===== src/sv/cvhe_pkg.sv =====
package cvhe_pkg;

    typedef enum logic [1:0] {
        SZ_1,
        SZ_2,
        SZ_4,
        SZ_8
    } size_t;

    typedef enum logic [1:0] {
        SEL_PFX_F,
        SEL_PFX_X,
        SEL_HI,
        SEL_LO
    } char_sel_t;

    typedef enum logic [2:0] {
        ST_IDLE,
        ST_PFX0,
        ST_PFX1,
        ST_HI,
        ST_LO
    } state_t;

    typedef struct packed {
        logic      load;
        logic      emit;
        char_sel_t sel;
        logic      last;
    } ctrl_cmd_t;

    typedef struct packed {
        logic  out_free;
        size_t size_in;
    } dp_status_t;

    localparam logic [63:0] SMALL_LIMIT = 64'h0000_0000_0000_00fd;
    localparam logic [6:0]  CHAR_D      = 7'h64;
    localparam logic [6:0]  CHAR_E      = 7'h65;
    localparam logic [6:0]  CHAR_F      = 7'h66;
    localparam logic [6:0]  DIGIT_BASE  = 7'h30;
    localparam logic [6:0]  ALPHA_BASE  = 7'h57;

    function automatic logic [6:0] nibble_char(input logic [3:0] nib);
        if (nib < 4'd10)
        begin
            return DIGIT_BASE + {3'b000, nib};
        end
        return ALPHA_BASE + {3'b000, nib};
    endfunction

    function automatic size_t size_of(input logic [63:0] v);
        if (v < SMALL_LIMIT)
        begin
            return SZ_1;
        end
        else if (v[63:16] == 48'd0)
        begin
            return SZ_2;
        end
        else if (v[63:32] == 32'd0)
        begin
            return SZ_4;
        end
        return SZ_8;
    endfunction

    function automatic logic [4:0] size_chars(input size_t s);
        case (s)
            SZ_1:    return 5'd2;
            SZ_2:    return 5'd4;
            SZ_4:    return 5'd8;
            default: return 5'd16;
        endcase
    endfunction

    function automatic logic [2:0] size_last_byte(input size_t s);
        case (s)
            SZ_1:    return 3'd0;
            SZ_2:    return 3'd1;
            SZ_4:    return 3'd3;
            default: return 3'd7;
        endcase
    endfunction

    function automatic logic [6:0] prefix_char(input size_t s);
        case (s)
            SZ_2:    return CHAR_D;
            SZ_4:    return CHAR_E;
            default: return CHAR_F;
        endcase
    endfunction

endpackage


===== src/sv/cvhe_in_if.sv =====
interface cvhe_in_if;
    logic        valid;
    logic        ready;
    logic [63:0] value;

    modport source (output valid, output value, input ready);
    modport sink (input valid, input value, output ready);
endinterface


===== src/sv/cvhe_out_if.sv =====
interface cvhe_out_if;
    logic       valid;
    logic       ready;
    logic [6:0] hex_char;
    logic       last_char;
    logic [4:0] payload_chars;

    modport source (output valid, output hex_char, output last_char, output payload_chars,
                    input ready);
    modport sink (input valid, input hex_char, input last_char, input payload_chars,
                  output ready);
endinterface


===== src/sv/compactsize_varint_hex_encoder.sv =====
// CompactSize varint encoder producing lowercase ASCII hex, one character per transaction on
// chars. A value on values becomes 2 characters (below 0xfd), or a two-character prefix
// "fd", "fe" or "ff" followed by 4, 8 or 16 characters of the value, least significant byte
// first and high nibble first within a byte; the last character carries last_char and every
// character carries payload_chars. The single output register issues one character per cycle
// while chars is ready and holds it while chars is not; the next value is taken in the cycle
// of the previous value's last character, so items follow without a gap. No state needs
// clearing after reset.
module compactsize_varint_hex_encoder (
    input  logic      clk,
    input  logic      rst_n,
    cvhe_in_if.sink   values,
    cvhe_out_if.source chars
);
    import cvhe_pkg::*;

    ctrl_cmd_t  cmd;
    dp_status_t status;

    cvhe_ctrl u_ctrl (
        .clk      (clk),
        .rst_n    (rst_n),
        .in_valid (values.valid),
        .in_ready (values.ready),
        .status   (status),
        .cmd      (cmd)
    );

    cvhe_dp u_dp (
        .clk           (clk),
        .rst_n         (rst_n),
        .cmd           (cmd),
        .status        (status),
        .value         (values.value),
        .out_ready     (chars.ready),
        .out_valid     (chars.valid),
        .hex_char      (chars.hex_char),
        .last_char     (chars.last_char),
        .payload_chars (chars.payload_chars)
    );

endmodule


===== src/sv/cvhe_dp.sv =====
module cvhe_dp (
    input  logic                clk,
    input  logic                rst_n,
    input  cvhe_pkg::ctrl_cmd_t cmd,
    output cvhe_pkg::dp_status_t status,
    input  logic [63:0]         value,
    input  logic                out_ready,
    output logic                out_valid,
    output logic [6:0]          hex_char,
    output logic                last_char,
    output logic [4:0]          payload_chars
);
    import cvhe_pkg::*;

    logic [63:0] value_reg;
    size_t       size_reg;
    logic        out_valid_reg;
    logic [6:0]  hex_char_reg;
    logic        last_char_reg;
    logic [4:0]  payload_chars_reg;
    logic [6:0]  char_next;

    always_comb
    begin
        case (cmd.sel)
            SEL_PFX_F: char_next = CHAR_F;
            SEL_PFX_X: char_next = prefix_char(size_reg);
            SEL_HI:    char_next = nibble_char(value_reg[7:4]);
            SEL_LO:    char_next = nibble_char(value_reg[3:0]);
            default:   char_next = CHAR_F;
        endcase
    end

    always_ff @(posedge clk)
    begin
        if (cmd.load)
        begin
            value_reg <= value;
            size_reg  <= size_of(value);
        end
        else if (cmd.emit && cmd.sel == SEL_LO)
        begin
            value_reg <= {8'd0, value_reg[63:8]};
        end
        if (cmd.emit)
        begin
            hex_char_reg      <= char_next;
            last_char_reg     <= cmd.last;
            payload_chars_reg <= size_chars(size_reg);
        end
    end

    always_ff @(posedge clk or negedge rst_n)
    begin
        if (!rst_n)
        begin
            out_valid_reg <= 1'b0;
        end
        else if (cmd.emit)
        begin
            out_valid_reg <= 1'b1;
        end
        else if (out_ready)
        begin
            out_valid_reg <= 1'b0;
        end
    end

    assign status.out_free = !out_valid_reg || out_ready;
    assign status.size_in  = size_of(value);
    assign out_valid       = out_valid_reg;
    assign hex_char        = hex_char_reg;
    assign last_char       = last_char_reg;
    assign payload_chars   = payload_chars_reg;

endmodule


===== src/sv/cvhe_ctrl.sv =====
module cvhe_ctrl (
    input  logic                 clk,
    input  logic                 rst_n,
    input  logic                 in_valid,
    output logic                 in_ready,
    input  cvhe_pkg::dp_status_t status,
    output cvhe_pkg::ctrl_cmd_t  cmd
);
    import cvhe_pkg::*;

    state_t     state_reg;
    state_t     state_next;
    logic [2:0] byte_cnt_reg;
    logic [2:0] byte_cnt_next;

    always_ff @(posedge clk or negedge rst_n)
    begin
        if (!rst_n)
        begin
            state_reg    <= ST_IDLE;
            byte_cnt_reg <= 3'd0;
        end
        else
        begin
            state_reg    <= state_next;
            byte_cnt_reg <= byte_cnt_next;
        end
    end

    always_comb
    begin
        state_next    = state_reg;
        byte_cnt_next = byte_cnt_reg;
        in_ready      = 1'b0;
        cmd.load      = 1'b0;
        cmd.emit      = 1'b0;
        cmd.sel       = SEL_HI;
        cmd.last      = 1'b0;
        case (state_reg)
            ST_IDLE:
            begin
                in_ready = 1'b1;
            end
            ST_PFX0:
            begin
                if (status.out_free)
                begin
                    cmd.emit   = 1'b1;
                    cmd.sel    = SEL_PFX_F;
                    state_next = ST_PFX1;
                end
            end
            ST_PFX1:
            begin
                if (status.out_free)
                begin
                    cmd.emit   = 1'b1;
                    cmd.sel    = SEL_PFX_X;
                    state_next = ST_HI;
                end
            end
            ST_HI:
            begin
                if (status.out_free)
                begin
                    cmd.emit   = 1'b1;
                    cmd.sel    = SEL_HI;
                    state_next = ST_LO;
                end
            end
            ST_LO:
            begin
                if (status.out_free)
                begin
                    cmd.emit = 1'b1;
                    cmd.sel  = SEL_LO;
                    if (byte_cnt_reg == 3'd0)
                    begin
                        cmd.last   = 1'b1;
                        in_ready   = 1'b1;
                        state_next = ST_IDLE;
                    end
                    else
                    begin
                        byte_cnt_next = byte_cnt_reg - 3'd1;
                        state_next    = ST_HI;
                    end
                end
            end
            default:
            begin
                state_next = ST_IDLE;
            end
        endcase
        // new transaction, possibly taken alongside the final character
        if (in_ready && in_valid)
        begin
            cmd.load      = 1'b1;
            byte_cnt_next = size_last_byte(status.size_in);
            state_next    = (status.size_in == SZ_1) ? ST_HI : ST_PFX0;
        end
    end

    assert property (@(posedge clk) disable iff (!rst_n)
        cmd.emit |-> status.out_free)
        else $error("character emitted while output register busy");

    assert property (@(posedge clk) disable iff (!rst_n)
        cmd.load |-> (state_reg == ST_IDLE || (state_reg == ST_LO && cmd.last)))
        else $error("value loaded while encoding in progress");

    assert property (@(posedge clk) disable iff (!rst_n)
        cmd.load && status.size_in == SZ_1 |=> state_reg == ST_HI && byte_cnt_reg == 3'd0)
        else $error("single byte value did not skip prefix");

    assert property (@(posedge clk) disable iff (!rst_n)
        cmd.load && status.size_in != SZ_1 |=> state_reg == ST_PFX0)
        else $error("prefixed value did not start with prefix");

endmodule


===== src/flat_wrapper.sv =====
// flat-port wrapper written by rule: the top's interface ports become plain ports
module compactsize_varint_hex_encoder_flat import cvhe_pkg::*;
  (clk, rst_n, values_valid, values_value, values_ready, chars_valid, chars_hex_char, chars_last_char, chars_payload_chars, chars_ready);
  cvhe_in_if values_i ();
  cvhe_out_if chars_i ();
  input  logic clk;
  input  logic rst_n;
  input wire logic [$bits(values_i.valid)-1:0] values_valid;
  input wire logic [$bits(values_i.value)-1:0] values_value;
  output wire logic [$bits(values_i.ready)-1:0] values_ready;
  output wire logic [$bits(chars_i.valid)-1:0] chars_valid;
  output wire logic [$bits(chars_i.hex_char)-1:0] chars_hex_char;
  output wire logic [$bits(chars_i.last_char)-1:0] chars_last_char;
  output wire logic [$bits(chars_i.payload_chars)-1:0] chars_payload_chars;
  input wire logic [$bits(chars_i.ready)-1:0] chars_ready;
  assign values_i.valid = values_valid;
  assign values_i.value = values_value;
  assign values_ready = values_i.ready;
  assign chars_valid = chars_i.valid;
  assign chars_hex_char = chars_i.hex_char;
  assign chars_last_char = chars_i.last_char;
  assign chars_payload_chars = chars_i.payload_chars;
  assign chars_i.ready = chars_ready;
  compactsize_varint_hex_encoder u_core (.clk(clk), .rst_n(rst_n), .values(values_i), .chars(chars_i));
endmodule

===== config.mk =====
export PLATFORM = sky130hd
export DESIGN_NAME = compactsize_varint_hex_encoder_flat
export DESIGN_NICKNAME = d
export VERILOG_FILES = /design/src/sv/cvhe_pkg.sv /design/src/sv/cvhe_in_if.sv /design/src/sv/cvhe_out_if.sv /design/src/sv/compactsize_varint_hex_encoder.sv /design/src/sv/cvhe_dp.sv /design/src/sv/cvhe_ctrl.sv /design/src/flat_wrapper.sv
export SDC_FILE = /design/constraint.sdc
export NUM_CORES = 1
export LEC_CHECK = 0
export BUFFER_PORTS_ARGS = -buffer_cell sky130_fd_sc_hd__buf_2
export CORE_MARGIN = 2
export CORE_UTILIZATION = 30
export DETAILED_ROUTE_END_ITERATION = 10
export HOLD_SLACK_MARGIN = 0.06
export PLACE_DENSITY = 0.58
export SYNTH_ARGS = -nofsm -noshare
export SYNTH_HDL_FRONTEND = slang
export SYNTH_HIERARCHICAL = 1
export SYNTH_SLANG_ARGS = --single-unit

===== constraint.sdc =====
create_clock -name clk -period 7.7 [get_ports clk]
set_clock_uncertainty 0.1 [all_clocks]
set_input_delay 0.77 -clock clk [delete_from_list [all_inputs] [get_ports clk]]
set_output_delay 0.77 -clock clk [all_outputs]
set_load 0.05 [all_outputs]

==> results_dict.tcl <==
set metrics [dict create \
    status "finished, final reports clean" \
    drive_above_1_share 0.448 \
    coreArea_um2 13800 \
    clk_latency_ns 0.33 \
    setup-tns-final_ns 0 \
    synth-warning-count 6 \
    fin_crit_ns 3.45 \
    drtIter0Drc 228 \
    slew_headroom 0.220 \
    dominantRegCellSynth "edfxtp_1" \
    path_common_cell "buf_4" \
    num_vias 2571 \
    worst_slew_pin_slew_ns 1.17 \
    comb_power_share 0.358 \
    nets 440 \
    synth_nets 361 \
    start_util 0.305 \
    synth_top_cell_area_share 0.555 \
    timing.final.crit_share 0.447 \
    cts_max_level 3 \
    hp-class "in2async" \
    ys_async_sr_fraction 0.0824 \
    cts-resized-gates 0 \
    cts.sinks 85 \
    ys_ff_latch 85 \
    grt.total_usage 0.116 \
    drcViolationCount 0 \
    crit_type "in2reg" \
    arrival_ns 3.30 \
    required_ns 7.56 \
    r2r_start "u_core/u_dp/out_valid" \
    wl_per_cell_um 15.3 \
    grt_pass1_vias 2611 \
    synth_cell_type_count 52 \
    p_leak_uw 0.00187 \
    grt-ovfl-total 0 \
    p_sw_uw 665 \
    viasPerCell 4.69 \
    netlist_instances 284 \
    synth-edff-count 78 \
    synth_top_cells_by_count "edfxtp_1, mux2_2, inv_1, nor4_1" \
    die_x_um 123 \
    cts_tree "done" \
    drt-total-wl_mm 8.40 \
    synth_area_per_cell_um2 14.9 \
    r2r_slack_ns 4.42 \
    sw_frac_of_total 0.342 \
    startpoint_type "primary input" \
    clkTransAtPathRegs_ns 0.06 \
    crit_path_max_fanout 70 \
    place.gp.congestion 0.799 \
    clkPwrFrac 0.194 \
    fin_cells 548 \
    irDropWorstVdd_v 0.000129 \
    die_h_um 123 \
    fp.dieArea_um2 15000 \
    area_delta_synth_final_pct 18.3 \
    path_cells "buf_2 -> nand2b_1 -> nand3b_4 -> a211oi_4 -> and2_2 -> buf_4 -> a31o_2 -> buf_4" \
    antenna_left 0 \
    yosys.area.top_type "edfxtp_1" \
    power_frac_seq 0.448 \
    largest_reg_flops 64 \
    grt_antenna_before_repair 1 \
    num_rows 43 \
    seq_area_frac_synth 0.596 \
    grt_pass1_wl_mm 13.1 \
    diodes 0 \
    dp_hpwl_mm 5.98 \
    power_density_nw_per_um2 389 \
    setup.worst_path.end_class "flop" \
    hold_viol_final 0 \
    crit_path_top_delay_cell "buf_4" \
    cap_violations 0 \
    ioPinCount 83 \
    cts_made_buffers 9 \
    finalSetupViolCount 0 \
    fmax_mhz 290 \
    io_buffers 81 \
    r2r_cells 7 \
    p_int_uw 1280 \
    drt-pass1-iter-count 4 \
    root_buffer "clkbuf_16" \
    placedCellCount 532 \
    holdBufCountCts 0 \
    r2r-end "u_core/u_dp/value_reg[34]" \
    report.final.slew_viol_count 0 \
    max_stage_delay_ns 0.64 \
    synthTopCellsByArea "edfxtp_1, mux2_2, dfrtp_1, ha_1, buf_6" \
    rsz0062_at_grt "false" \
    grt_max_degree 71 \
    yosysMostFrequentCell "edfxtp_1" \
    clockBufferDepth 2 \
    netlist_area_um2 4220 \
    cts_setup_buffers 0 \
]
## cell usage in the layout, fill, tap and decap left out, drive strengths merged, types with 3 or more instances in the layout
master and n:
buf 83, edfxtp 78, mux2 57, nor4 15, clkbuf 13, inv 11
ha 9, and2 9, dfrtp 7, nand2 7, nand2b 6, a21oi 6
nand3 5, o211ai 5, o21ai 5, mux2i 4, o21a 4, nor2b 4
xnor2 3, clkinv 3, and4 3
## power groups by stage
| stage | Clock (uW) | Sequential (uW) | Combinational, uW |
|---|---|---|---|
| 6_report | 378 | 871 | 697 |
| 5_1_grt | 404 | 893 | 760 |
| 4_1_cts | 387 | 872 | 700 |
| 3_5_place_dp | 0 | 881 | 695 |
| 3_3_place_gp | 0 | 872 | 682 |
| 2_1_floorplan | 0 | 969 | 478 |
## worst max-delay path: cells and delay by family
| kind | cells | cell delay, ns |
|---|---|---|
| and+or+nand+nor | 3 | 0.65 |
| buffers and inverters | 3 | 1.34 |
| AOI/OAI and AO/OA | 2 | 0.48 |
## worst max path at each step
stage,end,start,cells after the start
CTS,u_core/u_dp/value_reg[53],chars_ready,8
floorplan,u_core/u_dp/value_reg[0],chars_ready,8
global route,u_core/u_dp/value_reg[18],chars_ready,8
global placement,u_core/u_dp/value_reg[61],chars_ready,8
finish,u_core/u_dp/value_reg[34],chars_ready,8
detailed placement,u_core/u_dp/value_reg[61],chars_ready,8
## stage by stage
stage          setup WS [ns]  utilization  hold slack, ns  instance area (um^2)  power [uW]
6_report                4.25        0.361           0.166                  5000        1950
3_3_place_gp            3.98        0.343           0.430                  4740        1550
2_1_floorplan           4.02            -           0.374                  4220        1450
3_5_place_dp            3.90        0.343           0.433                  4740        1580
4_1_cts                 4.26        0.361           0.161                  5000        1960
5_1_grt                 4.04        0.361           0.162                  5000        2060
## final cells by class
| class | count | area (um^2) |
|---|---|---|
| Fill cell | 1321 | 8830 |
| Sequential cell | 85 | 2520 |
| Multi-Input combinational cell | 173 | 1540 |
| Timing Repair Buffer | 83 | 420 |
| Clock buffer | 13 | 240 |
| Tap cell | 180 | 225 |
| Inverter | 11 | 41.3 |
| Clock inverter | 3 | 12.5 |
## routing by layer
layer | routed length, um | track usage
met4 | 116 | 0.0374
met3 | 557 | 0.0395
met5 | 13 | 0
met1 | 3670 | 0.141
met2 | 4050 | 0.194
## logic make-up after synthesis
logic type | after synthesis | synth area share
other | 2 | 0.00178
multiplexers | 61 | 0.162
XOR/XNOR | 5 | 0.0104
adder cells (fa/ha/maj) | 9 | 0.0267
AND/OR/NAND/NOR | 63 | 0.107
AO/OA/AOI/OAI | 33 | 0.0563
buffers and inverters | 26 | 0.0394
flip-flops | 85 | 0.596
(Power assumes the default switching activity.)
